## config.mk

```make
export PLATFORM = sky130hd
export DESIGN_NAME = tcw_ctrl
export DESIGN_NICKNAME = d
export VERILOG_FILES = /design/src/sv/tcw_pkg.sv /design/src/sv/tcw_ctrl.sv
export SDC_FILE = /design/constraint.sdc
export NUM_CORES = 1
export LEC_CHECK = 0
export BUFFER_PORTS_ARGS = -buffer_cell sky130_fd_sc_hd__buf_2
export CAP_MARGIN = 40
export CORE_AREA = 5 5 42 44
export CTS_CLUSTER_SIZE = 8
export DETAILED_ROUTE_END_ITERATION = 16
export DIE_AREA = 0 0 47 49
export PLACE_DENSITY = 0.49
export SYNTH_ARGS = -nofsm -noshare
export SYNTH_HDL_FRONTEND = slang
export SYNTH_SLANG_ARGS = --single-unit
```

## constraint.sdc

```tcl
create_clock -name i_clk -period 1.38 [get_ports i_clk]
set_input_delay 0.414 -clock i_clk [delete_from_list [all_inputs] [get_ports i_clk]]
set_output_delay 0.414 -clock i_clk [all_outputs]
set_load 0.1 [all_outputs]
```

## src/sv/tcw_pkg.sv

```systemverilog
`default_nettype none

package tcw_pkg;

    // Payload field widths
    localparam int CMD_W   = 1;
    localparam int CHAR_W  = 8;
    localparam int ADDR_W  = 11;
    localparam int CELL_W  = 16;
    localparam int OCOL_W  = 7;
    localparam int OROW_W  = 5;

    // Command codes
    localparam logic [CMD_W-1:0] CMD_PUT  = 1'b0;
    localparam logic [CMD_W-1:0] CMD_READ = 1'b1;

    // Character codes with special handling
    localparam logic [CHAR_W-1:0] CH_BS    = 8'd8;
    localparam logic [CHAR_W-1:0] CH_TAB   = 8'd9;
    localparam logic [CHAR_W-1:0] CH_LF    = 8'd10;
    localparam logic [CHAR_W-1:0] CH_CR    = 8'd13;
    localparam logic [CHAR_W-1:0] CH_SPACE = 8'h20;

    // Tab stops fall on multiples of eight
    localparam int TAB_STEP = 8;

    localparam logic [7:0]        RESET_COLOR = 8'd7;
    localparam logic [CELL_W-1:0] RESET_CELL  = {RESET_COLOR, CH_SPACE};

    // Controller to datapath
    typedef struct packed {
        logic accept;    // item taken this cycle
        logic sweep_en;  // issue one sweep step
        logic clr;       // sweep writes the reset cell
        logic rd_load;   // load result from read data
    } t_dp_cmd;

    // Datapath to controller
    typedef struct packed {
        logic is_read;   // offered item is a read
        logic scroll;    // offered put item scrolls
        logic ptr_last;  // sweep pointer at last cell
        logic out_valid; // result register full
    } t_dp_sts;

endpackage

`default_nettype wire

```

## src/sv/tcw_ctrl.sv

```systemverilog
`default_nettype none

module tcw_ctrl (
    input  wire logic             i_clk,
    input  wire logic             i_rst_n,
    input  wire logic             i_s_valid,
    input  wire logic             i_m_ready,
    input  tcw_pkg::t_dp_sts      i_sts,
    output logic                  o_s_ready,
    output tcw_pkg::t_dp_cmd      o_cmd
);
    import tcw_pkg::*;

    localparam logic [2:0] ST_CLEAR = 3'd0;
    localparam logic [2:0] ST_IDLE  = 3'd1;
    localparam logic [2:0] ST_READ  = 3'd2;
    localparam logic [2:0] ST_SWEEP = 3'd3;
    localparam logic [2:0] ST_DRAIN = 3'd4;

    logic [2:0] r_state;
    logic [2:0] n_state;

    // Take an item only when idle and the result register is free or being taken
    assign o_s_ready = (r_state == ST_IDLE) && (!i_sts.out_valid || i_m_ready);

    // Next state and commands
    always_comb begin
        n_state        = r_state;
        o_cmd          = '0;
        o_cmd.accept   = i_s_valid && o_s_ready;
        unique case (r_state)
            ST_CLEAR: begin
                o_cmd.sweep_en = 1'b1;
                o_cmd.clr      = 1'b1;
                if (i_sts.ptr_last) begin
                    n_state = ST_DRAIN;
                end
            end
            ST_IDLE: begin
                if (o_cmd.accept) begin
                    if (i_sts.is_read) begin
                        n_state = ST_READ;
                    end else if (i_sts.scroll) begin
                        n_state = ST_SWEEP;
                    end
                end
            end
            ST_READ: begin
                o_cmd.rd_load = 1'b1;
                n_state       = ST_IDLE;
            end
            ST_SWEEP: begin
                o_cmd.sweep_en = 1'b1;
                if (i_sts.ptr_last) begin
                    n_state = ST_DRAIN;
                end
            end
            ST_DRAIN: begin
                n_state = ST_IDLE;
            end
            default: begin
                n_state = ST_IDLE;
            end
        endcase
    end

    // State register
    always_ff @(posedge i_clk) begin
        if (!i_rst_n) begin
            r_state <= ST_CLEAR;
        end else begin
            r_state <= n_state;
        end
    end

endmodule

`default_nettype wire

```

**Yosys cells after proc, flatten, opt, wreduce, memory -nomap -nowiden**

Index checks and enable logic that the tools add are counted.
W data, S select, Z words.

- Register bits after elaboration: 3
- Output and inout bits: 5
- Word-level logic and storage cells: 22

- Equality and inequality tests: 6
- Muxes and demuxes: 8
- Reduce and logical (&&, ||, !) cells: 7

Operators by type and width:

| operator | number |
|---|---|
| $mux W3 | 4 |
| $eq A3 B2 Y1 const B | 2 |
| $pmux W3 S2 | 1 |
| $eq A3 B1 Y1 const B | 1 |
| $logic_not A3 Y1 | 1 |
| $mux W1 | 3 |
| $ne A3 B3 Y1 const B | 1 |
| $reduce_and A3 Y1 | 1 |
| $logic_and A1 B1 Y1 | 2 |
| $ne A2 B1 Y1 const B | 1 |
| $ne A2 B2 Y1 const B | 1 |
| $reduce_or A2 Y1 | 1 |
| $logic_not A1 Y1 | 1 |
| $logic_or A1 B1 Y1 | 1 |

**Longest topological paths before layout**

Gate-level depths: netlist of the first run.

- Depth in word-level cells: 6
- Mapped depth: 4
- Mapped depth without buffers: 3

**Worst setup path after synthesis of the first run**

Ideal clock, no wire load.

- Path type: reg-to-output
- Start: reg r_state[0]
- End: out o_cmd[3] in the netlist's numbering
- Arrival: 3587 ps
- Required time: 966 ps
- Setup slack: -2621 ps
- Stages on the path, launching flop included: 4
- Path buffers: 0
- Cells stage by stage: dfxtp_1 nand2b_1 nor3_1 and2_1

RTL lines:

| element | line | source |
|---|---|---|
| start: declaration | tcw_ctrl.sv:20 | `logic [2:0] r_state;` |
| start signal: assignment | tcw_ctrl.sv:72 | `r_state <= n_state;` |
| end: declaration | tcw_ctrl.sv:10 | `output tcw_pkg::t_dp_cmd o_cmd` |

==> reports/summary.log, run 1 <==
[drt] vias per cell 4.227
[critical_path] FF-to-FF End r_state[0]$_SDFFE_PN0P_
[cts] Longest Clk Path Bufs 2
[synth] simple logic cell fraction of the synthesized area 45.61%
[synth] post-synthesis register bit count 3
[placement] Final Wtd Congestion 0.6756
[synth] library cell occupying the most area in the post-synthesis netlist sky130_fd_sc_hd__dfxtp_1
[pwr] sw power 240.6 µW
[pwr] worst ir drop on vdd 0.0004290 V
[synth] Post-Synth XOR/XNOR Area 0%
[timing] Slew headroom 81.91%
[timing] total count of hold-check failures in the final report 0
[grt] sum of overflow across all layers after global routing 0
[job] MaxCap Viol Count 0
[grt] number of global-route vias before repair 280
[synth] register area share after synthesis 28.07%
[synth] Mapped Nets 35
[synth] proportion of synthesized area in mux cells 0%
[critical_path] critical path start-end classification flip-flop to output pin
[timing] ratio of final minimum period to clock period 117.3%
[timing] clock period minus final worst setup slack 1.619 ns
[drt] Post-DRT Antenna Nets 0
[synth] share of the synthesized area in the top cell type 28.07%
[cts] clock tree from TritonCTS built
[timing] final count of negative-setup-slack endpoints 5
[critical_path] startpoint type of the worst setup path flip-flop
[outcome] result of the run finished, violations left
[cells_and_area] diodes inserted 0
[pwr] Total Power 577.9 µW
[cts] clock insertion delay at the later pin of the skew report 0.23 ns
[drt] overall routed net length 669 µm
[grt] pin count of the biggest net entering global routing 6
[drt] post-DR wirelength/cell 10.14 µm
[pwr] proportion of power drawn by the clock network 26.7%
[hold_path] Hold Crit Start i_rst_n
[timing] skew final 0.002574 ns
[cells_and_area] largest registers r_state: 3 flops
[synth] total of warnings raised by yosys 0
[synth] area of the mapped netlist 214.0 µm²
[drt] number of remaining DRC errors 0
[grt] number of antenna violations at the first check in global routing 0
[floorplan] horizontal die dimension 47 µm
[cts] clock buffers created by TritonCTS 3
[floorplan] io pins 13
[drt] first-pass iteration count of the detailed router 4
[cts] cts hold-fix bufs 0
[critical_path] worst r2r src r_state[1]$_SDFFE_PN0P_
[drt] initial drt markers 3
[placement] placed wire-length estimate after detailed placement 561.3 µm
[cts] post-CTS setup-driven buffer insertion count 0
[timing] Final Slew Violations 0
[cells_and_area] top register by number of flip-flops r_state
[timing] highest clock rate 0.6178 GHz
[placement] placed cell count 62
[drt] count of vias placed by the detailed router 279
[critical_path] largest fanout on the critical path 4
[hold_path] depth of the worst hold-timing path 2
[floorplan] Die ar. 0.002303 mm²
[synth] main area contributors after synthesis sky130_fd_sc_hd__dfxtp_1, sky130_fd_sc_hd__nor3_1, sky130_fd_sc_hd__nor3b_1
[pwr] power per unit of standard cell area 1146 mW/mm²
[cts] Clock Pin Slew Worst Setup and Hold Paths 0.04 ns
[cts] number of sinks handled by clock tree synthesis 3
[cts] number of levels the H-tree was split into 1
[hold_path] worst hold path class primary input to flip-flop
[synth] adder and majority gate portion of the synthesized area 0%
[timing] post-layout worst setup margin -0.2388 ns
[synth] number of different library cells in the post-synthesis netlist 20
[cts] root buffer cell sky130_fd_sc_hd__clkbuf_4
[floorplan] y dimension of the die 49 µm
[floorplan] Core Region 0.001401 mm²
[cells_and_area] layout cell share with drive strength beyond 1 68.00%
[pwr] Flop pwr share 18.2%
[outcome] violated checks setup timing
[critical_path] required time of the critical path 0.97 ns
[synth] largest family of logic cells by synthesized area simple AND/OR/NAND/NOR gates
[grt] GRT Resource Usage Total 7.193%
[floorplan] num rows 14
[pwr] logic gate share of total power 55.1%
[cells_and_area] non-filler instance count after layout 66
[hold_path] end point of the worst hold path r_state[1]$_SDFFE_PN0P_
[critical_path] Data arrival, critical path 1.20 ns
[cells_and_area] max FFs per register 3
[timing] actual slew at the worst max-slew pin 0.2678 ns
[placement] IO Port Bufs 12
[pwr] Int Power 337.4 µW
[cells_and_area] count of nets after finishing 59
[floorplan] Initial Utilization 15.27%
[critical_path] cell depth of the worst flop-to-flop path 4
[synth] synthesized area divided by synthesized cell count 7.924 µm²
[synth] Mapped Cells 27
[timing] setup repair after global routing missed its margin true
[cells_and_area] area overhead of the layout relative to synthesis 135.7%
[pwr] switching part of the total 41.63%
[grt] global-route wire length before repair 1.090 mm
[cells_and_area] Filler cells 152
[critical_path] register-to-register setup slack 0.10 ns
[synth] post-synthesis compound-gate area fraction 19.30%
[critical_path] element type at the critical path end output pin
[timing] hold_ws 0.4213 ns
[pwr] P_leak 0.2194 nW
## how the worst max path moves through the flow
stage	start	end	slack [ns]	depth (start not counted)
after floorplan	r_state[2]$_SDFFE_PN0P_	o_cmd[3]	-0.85	3
after global placement	i_sts[0]	o_cmd[3]	-0.12	5
after detailed placement	i_sts[0]	o_cmd[3]	-0.12	5
after CTS	r_state[1]$_SDFFE_PN0P_	o_cmd[3]	-0.26	4
after global routing	r_state[1]$_SDFFE_PN0P_	o_cmd[3]	-0.30	4
final	r_state[1]$_SDFFE_PN0P_	o_cmd[3]	-0.24	4
## power groups by stage
| stage | Combinational, mW | Sequential [mW] | Clock, mW |
|---|---|---|---|
| 2_1_floorplan | 0.189 | 0.111 | 0 |
| 3_3_place_gp | 0.321 | 0.106 | 0 |
| 3_5_place_dp | 0.321 | 0.106 | 0 |
| 4_1_cts | 0.321 | 0.105 | 0.164 |
| 5_1_grt | 0.333 | 0.106 | 0.171 |
| 6_report | 0.319 | 0.105 | 0.154 |
## Yosys cell counts
master and number:
sky130_fd_sc_hd__a31o_1 1, sky130_fd_sc_hd__nand2b_1 1, sky130_fd_sc_hd__nor2b_1 2, sky130_fd_sc_hd__or2b_1 1
sky130_fd_sc_hd__nand2_1 1, sky130_fd_sc_hd__o41ai_1 1, sky130_fd_sc_hd__or3_1 1, sky130_fd_sc_hd__buf_6 1
sky130_fd_sc_hd__a31oi_1 1, sky130_fd_sc_hd__and2b_2 1, sky130_fd_sc_hd__nor3_1 3, sky130_fd_sc_hd__nor3b_1 2
sky130_fd_sc_hd__nor2_1 1, sky130_fd_sc_hd__dfxtp_1 3, sky130_fd_sc_hd__and2_1 1, sky130_fd_sc_hd__o21a_1 1
sky130_fd_sc_hd__and3_1 1, sky130_fd_sc_hd__o21ai_0 2, sky130_fd_sc_hd__nor4_1 1, sky130_fd_sc_hd__inv_1 1
## critical path, cell delays in order, from the launching register on
cell and delay, ns:
sky130_fd_sc_hd__dfxtp_2 0.33, sky130_fd_sc_hd__buf_6 0.13, sky130_fd_sc_hd__nor3_4 0.18, sky130_fd_sc_hd__and2_4 0.17, sky130_fd_sc_hd__buf_12 0.16
## final cells by class
class	instances	area, µm²	share of cell area [%]
inverter	1	3.754	0.7444
tap	16	20.02	3.970
sequential	3	66.31	13.15
multi-input combinational	22	188.9	37.47
timing repair buffer	20	198.9	39.45
clock buffer	4	26.28	5.211
## cells by family after synthesis
group / Yosys count
flip-flops: 3
buffers and inverters: 2
AND/OR/NAND/NOR: 16
AO/OA/AOI/OAI: 6
## stage by stage
step	cell area (µm²)	worst slack [ns]	TNS, ns	util [%]
2_1_floorplan	267.8	-0.8502	-3.405	-
3_3_place_gp	471.7	-0.1174	-0.2586	33.66
3_5_place_dp	471.7	-0.1216	-0.2540	33.66
4_1_cts	504.2	-0.2578	-1.196	35.98
5_1_grt	504.2	-0.2996	-1.400	35.98
6_report	504.2	-0.2388	-1.102	35.98
## repair_timing
item / CTS / global route
hold endpoints to repair: 0 / 0
gates resized for setup: 2 / 0
endpoints found under the setup margin: 5 / 5
pin swaps: 3 / 1
## layout by cell type, fill, tap and decap left out, drive strengths merged, types with 2 or more instances in the layout
cell type	Yosys	layout
buf	1	20
nor3b	2	2
nor2b	2	2
dfxtp	3	3
nor3	3	3
o21ai	2	2
clkbuf	0	4
## routing by layer
layer | vias up | GRT usage, % | part of all wire (%)
met5 | - | 0 | 0
met3 | 0 | 4.797 | 9.0
li1 | 145 | - | -
met1 | 122 | 7.726 | 44
met4 | 0 | 6.912 | 0
met2 | 12 | 8.824 | 47
Note: power is estimated with default switching activity, not from simulation.
==> inputs of run 2 (changes only) <==
CTS_BUF_LIST = sky130_fd_sc_hd__clkbuf_16   (was not set)
==> reports/summary.log, run 2 (synthesized netlist as in run 1, its figures left out) <==
[pwr] Total Power 879.2 µW
[critical_path] startpoint type of the worst setup path flip-flop
[outcome] result of the run finished, violations left
[critical_path] Data arrival, critical path 1.19 ns
[floorplan] num rows 14
[cts] number of sinks handled by clock tree synthesis 3
[critical_path] cell-by-cell trace of the critical path buf_6, nor3_4, and2_4, buf_12
[pwr] worst ir drop on vdd 0.0005976 V
[hold_path] depth of the worst hold-timing path 2
[pwr] P_leak 0.2467 nW
[timing] total count of hold-check failures in the final report 0
[cts] number of levels the H-tree was split into 1
[pwr] power per unit of standard cell area 1579 mW/mm²
[critical_path] CP max-delay cell sky130_fd_sc_hd__dfxtp_2
[timing] post-layout worst setup margin -0.2266 ns
[grt] sum of overflow across all layers after global routing 0
[drt] vias per cell 4.258
[timing] Final Slew Violations 0
[drt] initial drt markers 0
[floorplan] Initial Utilization 15.27%
[cells_and_area] final non-filler cell area 556.8 µm²
[cts] Clock Pin Slew Worst Setup and Hold Paths 0.03 ns
[cells_and_area] max FFs per register 3
[cts] cts hold-fix bufs 0
[cts] clock tree from TritonCTS built
[cts] clock buffers created by TritonCTS 3
[grt] global-route wire length before repair 1.104 mm
[cells_and_area] Filler cells 146
[placement] DP Area 471.7 µm²
[critical_path] required time of the critical path 0.97 ns
[grt] number of antenna violations at the first check in global routing 0
[timing] highest clock rate 0.6224 GHz
[cts] clock insertion delay at the later pin of the skew report 0.22 ns
[floorplan] Core Region 0.001401 mm²
[cts] Longest Clk Path Bufs 2
[timing] actual slew at the worst max-slew pin 0.2713 ns
[floorplan] y dimension of the die 49 µm
[cells_and_area] most frequent cells in the layout sky130_fd_sc_hd__buf_2, sky130_fd_sc_hd__buf_4, sky130_fd_sc_hd__buf_12
[job] MaxCap Viol Count 0
[drt] overall routed net length 689 µm
[timing] hold_ws 0.4297 ns
[critical_path] critical path start-end classification flip-flop to output pin
[floorplan] Die ar. 0.002303 mm²
[timing] clock period minus final worst setup slack 1.607 ns
[grt] GRT Resource Usage Total 7.475%
[timing] ratio of final minimum period to clock period 116.4%
[floorplan] io pins 13
[outcome] violated checks setup timing
[critical_path] element type at the critical path end output pin
[cells_and_area] top register by number of flip-flops r_state
[cells_and_area] diodes inserted 0
[placement] Final Wtd Congestion 0.6756
[critical_path] delay contributed by the slowest stage of the critical path 0.32 ns
[cells_and_area] layout cell share with drive strength beyond 1 68.00%
[grt] number of global-route vias before repair 277
[timing] skew final 0.0007781 ns
[drt] post-DR wirelength/cell 10.44 µm
[placement] IO Port Bufs 12
[cells_and_area] area overhead of the layout relative to synthesis 160.2%
[hold_path] worst hold path class primary input to flip-flop
[drt] number of remaining DRC errors 0
[placement] worst setup slack before clock tree synthesis -0.1216 ns
[cells_and_area] largest registers r_state: 3 flops
[drt] first-pass iteration count of the detailed router 1
[cells_and_area] count of nets after finishing 59
[critical_path] cell depth of the worst flop-to-flop path 4
[drt] Post-DRT Antenna Nets 0
[floorplan] horizontal die dimension 47 µm
[critical_path] largest fanout on the critical path 4
[cts] root buffer cell sky130_fd_sc_hd__clkbuf_16
[timing] final count of negative-setup-slack endpoints 5
[timing] Slew headroom 81.68%
[timing] setup repair after global routing missed its margin true
[placement] placed wire-length estimate after detailed placement 561.3 µm
[drt] count of vias placed by the detailed router 281
[grt] pin count of the biggest net entering global routing 6
## run 2: through the flow
stage | util, % | instances | TNS [ns]
after floorplan | - | 27 | -3.405
after global placement | 33.66 | 62 | -0.2586
after detailed placement | 33.66 | 62 | -0.2540
after CTS | 39.73 | 66 | -1.095
after global routing | 39.73 | 66 | -1.271
final | 39.73 | 66 | -1.038
## run 2: layout make-up
class                   count  area (µm²)  share of cell area (%)
multi-input cells          22       188.9                   33.93
inverters                   1       3.754                  0.6742
repair buffers             20       198.9                   35.73
well taps                  16       20.02                   3.596
flip-flops and latches      3       66.31                   11.91
clock buffers               3       75.07                   13.48
clock inverters             1       3.754                  0.6742
## run 2: timing repair
| action | CTS | global route |
|---|---|---|
| resized for setup | 2 | 0 |
| gates cloned | 0 | 0 |
| pin swaps | 3 | 1 |
| buffers inserted | 0 | 0 |
| endpoints found under the setup margin | 5 | 5 |
## run 2: metal layers
metal	routed length, µm	global-route usage [%]	share of wire (%)	vias up
li1	-	-	-	147
met1	293	7.947	43	118
met2	298	8.824	43	12
met3	64	4.797	9.3	4
met4	31	8.295	4.5	0
met5	0	0	0	-
## run 2: final timing paths
path                      startpoint                 endpoint  slack [ns]
max          r_state[1]$_SDFFE_PN0P_                 o_cmd[3]       -0.23
min                          i_rst_n  r_state[1]$_SDFFE_PN0P_        0.43
max reg2reg  r_state[1]$_SDFFE_PN0P_  r_state[0]$_SDFFE_PN0P_        0.10
min reg2reg  r_state[2]$_SDFFE_PN0P_  r_state[0]$_SDFFE_PN0P_        0.61
## run 2: where the power goes
group | internal, mW | leakage [nW] | switching, mW | total [mW]
Combinational | 0.133 | 0.178 | 0.185 | 0.318
Sequential | 0.0965 | 0.0261 | 0.00857 | 0.105
Clock | 0.374 | 0.0423 | 0.0822 | 0.456
## run 2: critical path, delay by kind of cell (launching register included)
family | cells | cell delay (ns)
DFF | 1 | 0.32
buffers and inverters | 2 | 0.29
and+or+nand+nor | 2 | 0.35
